$ cat src/xyppm_pkg.sv
`default_nettype none
// ----------------------------------------------------------------------------
// xyppm_pkg
// Shared constants and types of the point-to-pixel mapper.
// ----------------------------------------------------------------------------
package xyppm_pkg;

	localparam int COORD_W    = 32;
	localparam int PLOT_SPAN  = 127;
	localparam int TOP_OFFSET = 32;
	localparam int PX_W       = 7;
	localparam int PY_W       = 8;

	// quotient bits: one divider stage per bit
	localparam int QW = $clog2(PLOT_SPAN + 1);
	// scaled numerator width (offset * PLOT_SPAN)
	localparam int NW = COORD_W + QW;

	localparam int FIFO_DEPTH = 4;
	localparam int FIFO_AW    = $clog2(FIFO_DEPTH);

	localparam int CFG_AW = 2;

	typedef enum logic [CFG_AW-1:0] {
		REG_X_MIN = 2'd0,
		REG_X_MAX = 2'd1,
		REG_Y_MIN = 2'd2,
		REG_Y_MAX = 2'd3
	} cfg_reg_t;

	// classified point handed from front to back
	typedef struct packed {
		logic               vis;
		logic               last;
		logic [COORD_W-1:0] dx;
		logic [COORD_W-1:0] dy;
		logic [COORD_W-1:0] x_span;
		logic [COORD_W-1:0] y_span;
	} pt_t;

	// one divider stage payload
	typedef struct packed {
		logic               vis;
		logic               last;
		logic [NW-1:0]      rem_x;
		logic [NW-1:0]      rem_y;
		logic [COORD_W-1:0] x_span;
		logic [COORD_W-1:0] y_span;
		logic [QW-1:0]      q_x;
		logic [QW-1:0]      q_y;
	} div_t;

	// queue status seen by the front
	typedef struct packed {
		logic full;
		logic empty;
	} fifo_stat_t;

endpackage
`default_nettype wire

$ cat src/xy_point_to_pixel_mapper_unit.sv
`default_nettype none
// ----------------------------------------------------------------------------
// xy_point_to_pixel_mapper_unit
// Maps fixed-point (x, y) data points to plot pixel coordinates.
// ----------------------------------------------------------------------------
// Takes one point per clock while in_stall is low and returns one result per
// point, in order. Column = (x - x_min) * 127 / (x_max - x_min) and row =
// 32 + (y_max - y) * 127 / (y_max - y_min), both truncated; points outside
// the inclusive window, or any window whose span is not positive, come out
// with visible low and zero pixel fields. Points pass through an
// input classifier register, a four-entry queue, a multiply stage and a
// seven-stage restoring divider that resolves one quotient bit per stage for
// both axes; the queue keeps accepting input after the output stalls. Bounds
// must be written through the cfg port (index 0 x_min, 1 x_max, 2 y_min,
// 3 y_max) only while no points are in flight; the block does not enforce it.
// ----------------------------------------------------------------------------
module xy_point_to_pixel_mapper_unit (
	input  wire logic                                clk,
	input  wire logic                                arst_n,
	input  wire logic                                cfg_valid,
	output logic                                     cfg_ready,
	input  wire logic [xyppm_pkg::CFG_AW-1:0]        cfg_index,
	input  wire logic [xyppm_pkg::COORD_W-1:0]       cfg_data,
	input  wire logic                                in_valid,
	output logic                                     in_stall,
	input  wire logic signed [xyppm_pkg::COORD_W-1:0] x_value,
	input  wire logic signed [xyppm_pkg::COORD_W-1:0] y_value,
	input  wire logic                                last_point,
	output logic                                     out_valid,
	input  wire logic                                out_stall,
	output logic [xyppm_pkg::PX_W-1:0]               pixel_x,
	output logic [xyppm_pkg::PY_W-1:0]               pixel_y,
	output logic                                     visible,
	output logic                                     last_in_batch
);
	import xyppm_pkg::*;

	fifo_stat_t fifo_stat;
	logic       push, pop;
	pt_t        push_pt, pop_pt;

	xyppm_front u_front (
		.clk        (clk),
		.arst_n     (arst_n),
		.cfg_valid  (cfg_valid),
		.cfg_ready  (cfg_ready),
		.cfg_index  (cfg_index),
		.cfg_data   (cfg_data),
		.in_valid   (in_valid),
		.in_stall   (in_stall),
		.x_value    (x_value),
		.y_value    (y_value),
		.last_point (last_point),
		.fifo_stat  (fifo_stat),
		.push       (push),
		.push_pt    (push_pt)
	);

	xyppm_fifo u_fifo (
		.clk     (clk),
		.arst_n  (arst_n),
		.push    (push),
		.push_pt (push_pt),
		.pop     (pop),
		.pop_pt  (pop_pt),
		.stat    (fifo_stat)
	);

	xyppm_back u_back (
		.clk           (clk),
		.arst_n        (arst_n),
		.fifo_stat     (fifo_stat),
		.pop_pt        (pop_pt),
		.pop           (pop),
		.out_valid     (out_valid),
		.out_stall     (out_stall),
		.pixel_x       (pixel_x),
		.pixel_y       (pixel_y),
		.visible       (visible),
		.last_in_batch (last_in_batch)
	);

endmodule
`default_nettype wire

$ cat src/xyppm_front.sv
`default_nettype none
// ----------------------------------------------------------------------------
// xyppm_front
// Holds the window bounds, accepts points, checks bounds and forms offsets.
// ----------------------------------------------------------------------------
module xyppm_front (
	input  wire logic                           clk,
	input  wire logic                           arst_n,
	input  wire logic                           cfg_valid,
	output logic                                cfg_ready,
	input  wire logic [xyppm_pkg::CFG_AW-1:0]   cfg_index,
	input  wire logic [xyppm_pkg::COORD_W-1:0]  cfg_data,
	input  wire logic                           in_valid,
	output logic                                in_stall,
	input  wire logic signed [xyppm_pkg::COORD_W-1:0] x_value,
	input  wire logic signed [xyppm_pkg::COORD_W-1:0] y_value,
	input  wire logic                           last_point,
	input  wire xyppm_pkg::fifo_stat_t          fifo_stat,
	output logic                                push,
	output xyppm_pkg::pt_t                      push_pt
);
	import xyppm_pkg::*;

	logic signed [COORD_W-1:0] x_min_q, x_max_q, y_min_q, y_max_q;
	logic                      v_s1;
	pt_t                       pt_s1;
	logic                      ok;
	logic                      load;

	assign cfg_ready = 1'b1;

	always_ff @(posedge clk or negedge arst_n) begin
		if (!arst_n) begin
			x_min_q <= COORD_W'(0);
			x_max_q <= COORD_W'(1000);
			y_min_q <= COORD_W'(0);
			y_max_q <= COORD_W'(1000);
		end else if (cfg_valid && cfg_ready) begin
			case (cfg_reg_t'(cfg_index))
				REG_X_MIN: x_min_q <= cfg_data;
				REG_X_MAX: x_max_q <= cfg_data;
				REG_Y_MIN: y_min_q <= cfg_data;
				REG_Y_MAX: y_max_q <= cfg_data;
				default: ;
			endcase
		end
	end

	// inclusive bounds; an empty or inverted window hides everything
	assign ok = (x_max_q > x_min_q) && (y_max_q > y_min_q) &&
	            (x_value >= x_min_q) && (x_value <= x_max_q) &&
	            (y_value >= y_min_q) && (y_value <= y_max_q);

	assign push     = v_s1 && !fifo_stat.full;
	assign in_stall = v_s1 && fifo_stat.full;
	assign load     = !in_stall;
	assign push_pt  = pt_s1;

	always_ff @(posedge clk or negedge arst_n) begin
		if (!arst_n) begin
			v_s1 <= 1'b0;
		end else if (load) begin
			v_s1 <= in_valid;
		end
	end

	// offsets fit 32 unsigned bits whenever the point is inside
	always_ff @(posedge clk) begin
		if (load && in_valid) begin
			pt_s1.vis    <= ok;
			pt_s1.last   <= last_point;
			pt_s1.dx     <= x_value - x_min_q;
			pt_s1.dy     <= y_max_q - y_value;
			pt_s1.x_span <= x_max_q - x_min_q;
			pt_s1.y_span <= y_max_q - y_min_q;
		end
	end

endmodule
`default_nettype wire

$ cat src/xyppm_fifo.sv
`default_nettype none
// ----------------------------------------------------------------------------
// xyppm_fifo
// Short flop queue decoupling the classifier from the scaling pipeline.
// ----------------------------------------------------------------------------
module xyppm_fifo (
	input  wire logic                  clk,
	input  wire logic                  arst_n,
	input  wire logic                  push,
	input  wire xyppm_pkg::pt_t        push_pt,
	input  wire logic                  pop,
	output xyppm_pkg::pt_t             pop_pt,
	output xyppm_pkg::fifo_stat_t      stat
);
	import xyppm_pkg::*;

	pt_t                mem_q [FIFO_DEPTH];
	logic [FIFO_AW-1:0] wr_ptr_q, rd_ptr_q;
	logic [FIFO_AW:0]   count_q;
	logic               do_push, do_pop;

	assign stat.full  = (count_q == (FIFO_AW+1)'(FIFO_DEPTH));
	assign stat.empty = (count_q == '0);
	assign do_push    = push && !stat.full;
	assign do_pop     = pop && !stat.empty;
	assign pop_pt     = mem_q[rd_ptr_q];

	always_ff @(posedge clk or negedge arst_n) begin
		if (!arst_n) begin
			wr_ptr_q <= '0;
			rd_ptr_q <= '0;
			count_q  <= '0;
		end else begin
			if (do_push) begin
				wr_ptr_q <= (wr_ptr_q == FIFO_AW'(FIFO_DEPTH - 1)) ? '0 : wr_ptr_q + 1'b1;
			end
			if (do_pop) begin
				rd_ptr_q <= (rd_ptr_q == FIFO_AW'(FIFO_DEPTH - 1)) ? '0 : rd_ptr_q + 1'b1;
			end
			case ({do_push, do_pop})
				2'b10:   count_q <= count_q + 1'b1;
				2'b01:   count_q <= count_q - 1'b1;
				default: count_q <= count_q;
			endcase
		end
	end

	always_ff @(posedge clk) begin
		if (do_push) begin
			mem_q[wr_ptr_q] <= push_pt;
		end
	end

endmodule
`default_nettype wire

$ cat src/xyppm_back.sv
`default_nettype none
// ----------------------------------------------------------------------------
// xyppm_back
// Scales offsets by the plot span and divides by the window span, one
// quotient bit per pipeline stage, then formats the pixel result.
// ----------------------------------------------------------------------------
module xyppm_back (
	input  wire logic                         clk,
	input  wire logic                         arst_n,
	input  wire xyppm_pkg::fifo_stat_t        fifo_stat,
	input  wire xyppm_pkg::pt_t               pop_pt,
	output logic                              pop,
	output logic                              out_valid,
	input  wire logic                         out_stall,
	output logic [xyppm_pkg::PX_W-1:0]        pixel_x,
	output logic [xyppm_pkg::PY_W-1:0]        pixel_y,
	output logic                              visible,
	output logic                              last_in_batch
);
	import xyppm_pkg::*;

	logic               en;
	logic               v_s1;
	logic               vis_s1, last_s1;
	logic [NW-1:0]      num_x_s1, num_y_s1;
	logic [COORD_W-1:0] x_span_s1, y_span_s1;

	logic [QW-1:0]      div_v_s;
	div_t               div_s   [QW];
	div_t               div_nxt [QW];
	div_t               fin;
	logic [PY_W-1:0]    row;

	// whole pipeline moves together unless the result is held
	assign en  = !(div_v_s[QW-1] && out_stall);
	assign pop = en && !fifo_stat.empty;

	always_ff @(posedge clk or negedge arst_n) begin
		if (!arst_n) begin
			v_s1    <= 1'b0;
			div_v_s <= '0;
		end else if (en) begin
			v_s1    <= !fifo_stat.empty;
			div_v_s <= {div_v_s[QW-2:0], v_s1};
		end
	end

	always_ff @(posedge clk) begin
		if (en) begin
			vis_s1    <= pop_pt.vis;
			last_s1   <= pop_pt.last;
			num_x_s1  <= NW'(pop_pt.dx) * NW'(PLOT_SPAN);
			num_y_s1  <= NW'(pop_pt.dy) * NW'(PLOT_SPAN);
			x_span_s1 <= pop_pt.x_span;
			y_span_s1 <= pop_pt.y_span;
		end
	end

	// restoring division; offset <= span keeps the quotient within QW bits
	for (genvar j = 0; j < QW; j++) begin : g_div
		localparam int K = QW - 1 - j;
		div_t          cur;
		logic [NW-1:0] dvs_x, dvs_y;

		if (j == 0) begin : g_first
			always_comb begin
				cur.vis    = vis_s1;
				cur.last   = last_s1;
				cur.rem_x  = num_x_s1;
				cur.rem_y  = num_y_s1;
				cur.x_span = x_span_s1;
				cur.y_span = y_span_s1;
				cur.q_x    = '0;
				cur.q_y    = '0;
			end
		end else begin : g_next
			assign cur = div_s[j-1];
		end

		assign dvs_x = NW'(cur.x_span) << K;
		assign dvs_y = NW'(cur.y_span) << K;

		always_comb begin
			div_nxt[j] = cur;
			if (cur.rem_x >= dvs_x) begin
				div_nxt[j].rem_x  = cur.rem_x - dvs_x;
				div_nxt[j].q_x[K] = 1'b1;
			end
			if (cur.rem_y >= dvs_y) begin
				div_nxt[j].rem_y  = cur.rem_y - dvs_y;
				div_nxt[j].q_y[K] = 1'b1;
			end
		end

		always_ff @(posedge clk) begin
			if (en) begin
				div_s[j] <= div_nxt[j];
			end
		end
	end

	assign fin           = div_s[QW-1];
	assign row           = PY_W'(TOP_OFFSET) + PY_W'(fin.q_y);
	assign out_valid     = div_v_s[QW-1];
	assign visible       = fin.vis;
	assign last_in_batch = fin.last;
	assign pixel_x       = fin.vis ? PX_W'(fin.q_x) : '0;
	assign pixel_y       = fin.vis ? row : '0;

endmodule
`default_nettype wire
$ cat config.mk
export PLATFORM = sky130hd
export DESIGN_NAME = xy_point_to_pixel_mapper_unit
export DESIGN_NICKNAME = d
export VERILOG_FILES = /design/src/xyppm_pkg.sv /design/src/xy_point_to_pixel_mapper_unit.sv /design/src/xyppm_front.sv /design/src/xyppm_fifo.sv /design/src/xyppm_back.sv
export SDC_FILE = /design/constraint.sdc
export NUM_CORES = 2
export LEC_CHECK = 0
export BUFFER_PORTS_ARGS = -buffer_cell sky130_fd_sc_hd__buf_2
export CORE_MARGIN = 3
export CORE_UTILIZATION = 40
export DETAILED_ROUTE_END_ITERATION = 10
export PLACE_DENSITY = 0.63
export SYNTH_ARGS = -nofsm -noshare
export SYNTH_HDL_FRONTEND = slang
export SYNTH_SLANG_ARGS = --single-unit
$ cat constraint.sdc
create_clock -name clk -period 33.6 [get_ports clk]
set_input_delay 8.4 -clock clk [delete_from_list [all_inputs] [get_ports clk]]
set_output_delay 8.4 -clock clk [all_outputs]
set_load 0.1 [all_outputs]
==> summary.txt <==
Status: finished, final reports clean
Setup-failing EPs final: 0
Clock transition at path regs: 0.06 ns
Hold WC Path Type: flip-flop to flip-flop
Hold Violations, Final: 0
Layout net count: 10.2k
Syn-to-layout area delta: 10.6%
#FFs+latches synth: 1860
Vias in the first global route: 67.5k
FF-to-FF End: u_back.num_y_s1[38]
Instance area after placement: 0.111 mm²
Iter 0 DRT Violations: 4306
Crit path DAT: 12.38 ns
Total GRT Usage: 0.170
Post-CTS Setup Inserts: 0
Die Span Y: 522 µm
CTS Buffer Depth: 3
Setup WS post-layout: 21.68 ns
RSZ-0062 raised after global routing: false
CTS tree: built
Synthesized area: 0.107 mm²
Via density: 5.27
Worst Min Path Start: u_back.div_s[1][5]
DRT Wirelength: 232 mm
TNS Setup: 0 ns
H-tree level count: 4
Core Rows: 188
Worst setup EP type: flip-flop
Routed Antenna Nets: 0
Num CTS Buffers: 191
R2r worst-path depth: 21
Largest net degree at the start of global routing: 179
Synth top area cells: edfxtp_1, ha_1, fa_1
Half-perimeter wire length after detailed placement: 178 mm
Final Cell Area: 0.118 mm²
Routed len/inst: 18.2 µm
First-pass GRT wire length: 371 mm
Worst slew pin tran: 1.08 ns
Layout cells sized above 1: 0.0914
F_max: 83.9 MHz
Max Cap Violations: 0
Post-synth EDFFs: 1716
Setup slack, reg-to-reg: 25.57 ns
Yosys Warn Count: 0
CTS Hold Bufs: 0
Port bufs: 122
Gpl congestion: 0.954
GR Overflow Total: 0
Sequential area share after synthesis: 0.517
Top_reg_cell synth: edfxtp_1
Die width: 522 µm
Clk sinks: 1860
Core footprint: 0.264 mm²
Async S/R FF share, synth: 0.0774
Fill cells: 23.7k
Drt drc: 0
Hold depth: 0
Num ports: 124
Vias: 67.4k
Place WS: 20.74 ns
Period minus WS final: 11.92 ns
DIE AREA: 0.273 mm²
Clock root cell: clkbuf_16
Fraction of the cycle the final worst path needs: 0.355
Critical R2R Launch: u_fifo.rd_ptr_q[0]
Post-cts resize count: 0
Clk_skew: 0.0253 ns
Clk Latency, worst-skew pair: 0.83 ns
Slew Limit Fails: 0
Top-area cell type share of the netlist area: 0.483
Antenna violations before repair: 13
Synth cell types: 108
Initial Utilization: 0.404
Max-slew headroom: 0.276
Worst EP required: 34.05 ns
Hold path endpoint: u_back.div_s[2][5]
Largest area contributor in the netlist: edfxtp_1
Worst Setup Start Kind: primary input
DRT Pass-1 Iters: 5
Gate Count Post-Synth: 8931
Crit Path Max Fanout: 178
Syn_area_per_cell: 11.9 µm²
Mapped Nets: 10.0k
Final core utilization: 0.447
Critical path type: primary input to flip-flop
## logic make-up (layout without fill, tap and decap cells)
| family | count (synthesis) | count (layout) | synth area share |
|---|---|---|---|
| adder cells (fa/ha/maj) | 1014 | 1014 | 0.137 |
| AO/OA/AOI/OAI | 2099 | 2099 | 0.125 |
| other | 1 | 5 | 0.0000352 |
| multiplexers | 326 | 326 | 0.0487 |
| XOR/XNOR | 520 | 520 | 0.0427 |
| AND/OR/NAND/NOR | 1834 | 1834 | 0.0838 |
| flip-flops | 1860 | 1860 | 0.517 |
| buffers and inverters | 1277 | 1620 | 0.0458 |
## metrics by stage
step / hold WS [ns] / instances
after CTS: 0.408 / 12800
after global placement: 0.402 / 12400
after global routing: 0.424 / 12800
after floorplan: 0.400 / 8931
after detailed placement: 0.405 / 12400
final: 0.412 / 12800
## how the worst max path moves through the flow
stage | startpoint | slack, ns | cells after the start | endpoint
after floorplan | out_stall | 10.21 | 8 | u_fifo.count_q[2]
after global placement | out_stall | 20.86 | 6 | u_back.div_s[4][102]
after detailed placement | out_stall | 20.74 | 6 | u_back.div_s[4][102]
after CTS | out_stall | 21.67 | 6 | u_back.div_s[4][98]
after global routing | out_stall | 21.33 | 6 | u_back.div_s[4][36]
final | out_stall | 21.68 | 6 | u_back.div_s[4][102]
## synth_stat cells, types with 20 or more instances
library cell / count
a211oi_1: 58
fa_1: 251
mux2_4: 20
buf_2: 26
a21oi_1: 635
and2_1: 48
nand3_1: 141
nor2b_1: 87
mux2_2: 155
xor2_1: 201
o211ai_1: 46
nand2b_1: 93
dfrtp_1: 132
nand4_1: 108
xnor2_1: 319
o21a_1: 111
or3_1: 46
nor3_1: 128
o31ai_1: 51
buf_1: 30
o21bai_1: 81
a21o_1: 293
mux4_2: 130
ha_1: 763
nor4_1: 45
inv_1: 1093
edfxtp_1: 1716
nand2_1: 525
o21ai_0: 502
or2_2: 24
o31a_1: 28
nor2_1: 431
and3_1: 67
clkbuf_1: 116
a31oi_1: 47
## layout by cell type, fill, tap and decap left out, types with 20 or more instances in the layout
| master | synthesis | layout |
|---|---|---|
| nor2_1 | 431 | 430 |
| o31ai_1 | 51 | 51 |
| a21o_1 | 293 | 293 |
| and2_1 | 48 | 47 |
| o21ai_0 | 502 | 502 |
| o211ai_1 | 46 | 46 |
| a31oi_1 | 47 | 47 |
| fa_1 | 251 | 251 |
| clkbuf_1 | 116 | 39 |
| xnor2_1 | 319 | 319 |
| nand2b_1 | 93 | 93 |
| nand4_1 | 108 | 108 |
| mux2_4 | 20 | 20 |
| mux4_2 | 130 | 130 |
| or2_2 | 24 | 24 |
| a211oi_1 | 58 | 58 |
| clkbuf_16 | 0 | 196 |
| xor2_1 | 201 | 201 |
| ha_1 | 763 | 763 |
| edfxtp_1 | 1716 | 1716 |
| clkinv_1 | 2 | 36 |
| o21a_1 | 111 | 111 |
| or3_1 | 46 | 46 |
| mux2_2 | 155 | 155 |
| buf_2 | 26 | 121 |
| nor2b_1 | 87 | 86 |
| o21bai_1 | 81 | 81 |
| and3_1 | 67 | 63 |
| nand3_1 | 141 | 141 |
| o31a_1 | 28 | 28 |
| nand2_1 | 525 | 524 |
| bufinv_16 | 0 | 29 |
| nor3_1 | 128 | 128 |
| dfrtp_1 | 132 | 130 |
| a21oi_1 | 635 | 635 |
| inv_1 | 1093 | 1093 |
| nor4_1 | 45 | 45 |
| buf_4 | 1 | 43 |
## area by class of cell
type                            count  area, µm²  share of cell area
Timing Repair Buffer              167        980             0.00831
Clock buffer                      242       5150              0.0437
Tap cell                         3515       4400              0.0373
Sequential cell                  1860      55200               0.468
Multi-Input combinational cell   5794      46600               0.396
Clock inverter                    113       1420              0.0120
Antenna cell                        4       10.0           0.0000849
Inverter                         1098       4120              0.0350
## per-layer routing
metal	GRT usage	share of wire	up-vias	wire length (µm)
met5	0	0.00019	-	45
met2	0.277	0.46	1623	107000
met4	0.0557	0.032	6	7450
li1	-	-	33000	-
met3	0.0215	0.042	377	9720
met1	0.235	0.47	32400	108000
## sequential cells by signal, summed over array words and instances (netlist names), 32 cells and up
signal and count:
u_front.x_max_q 32, u_back.y_span_s1 32, u_front.x_min_q 32, u_front.y_max_q 32, u_back.x_span_s1 32, u_back.num_x_s1 39
u_front.push_pt 130, u_back.num_y_s1 39, u_fifo.mem_q 520, u_back.div_s 922, u_front.y_min_q 32
## worst max-delay path: stages
cell and delay [ns]:
buf_2 0.14, nand2_8 0.43, buf_4 0.70, buf_4 0.77, buf_12 0.68, buf_4 0.75
Power is not shown: default switching activity piles up to over one toggle a cycle in this logic, so the estimate is an artifact.
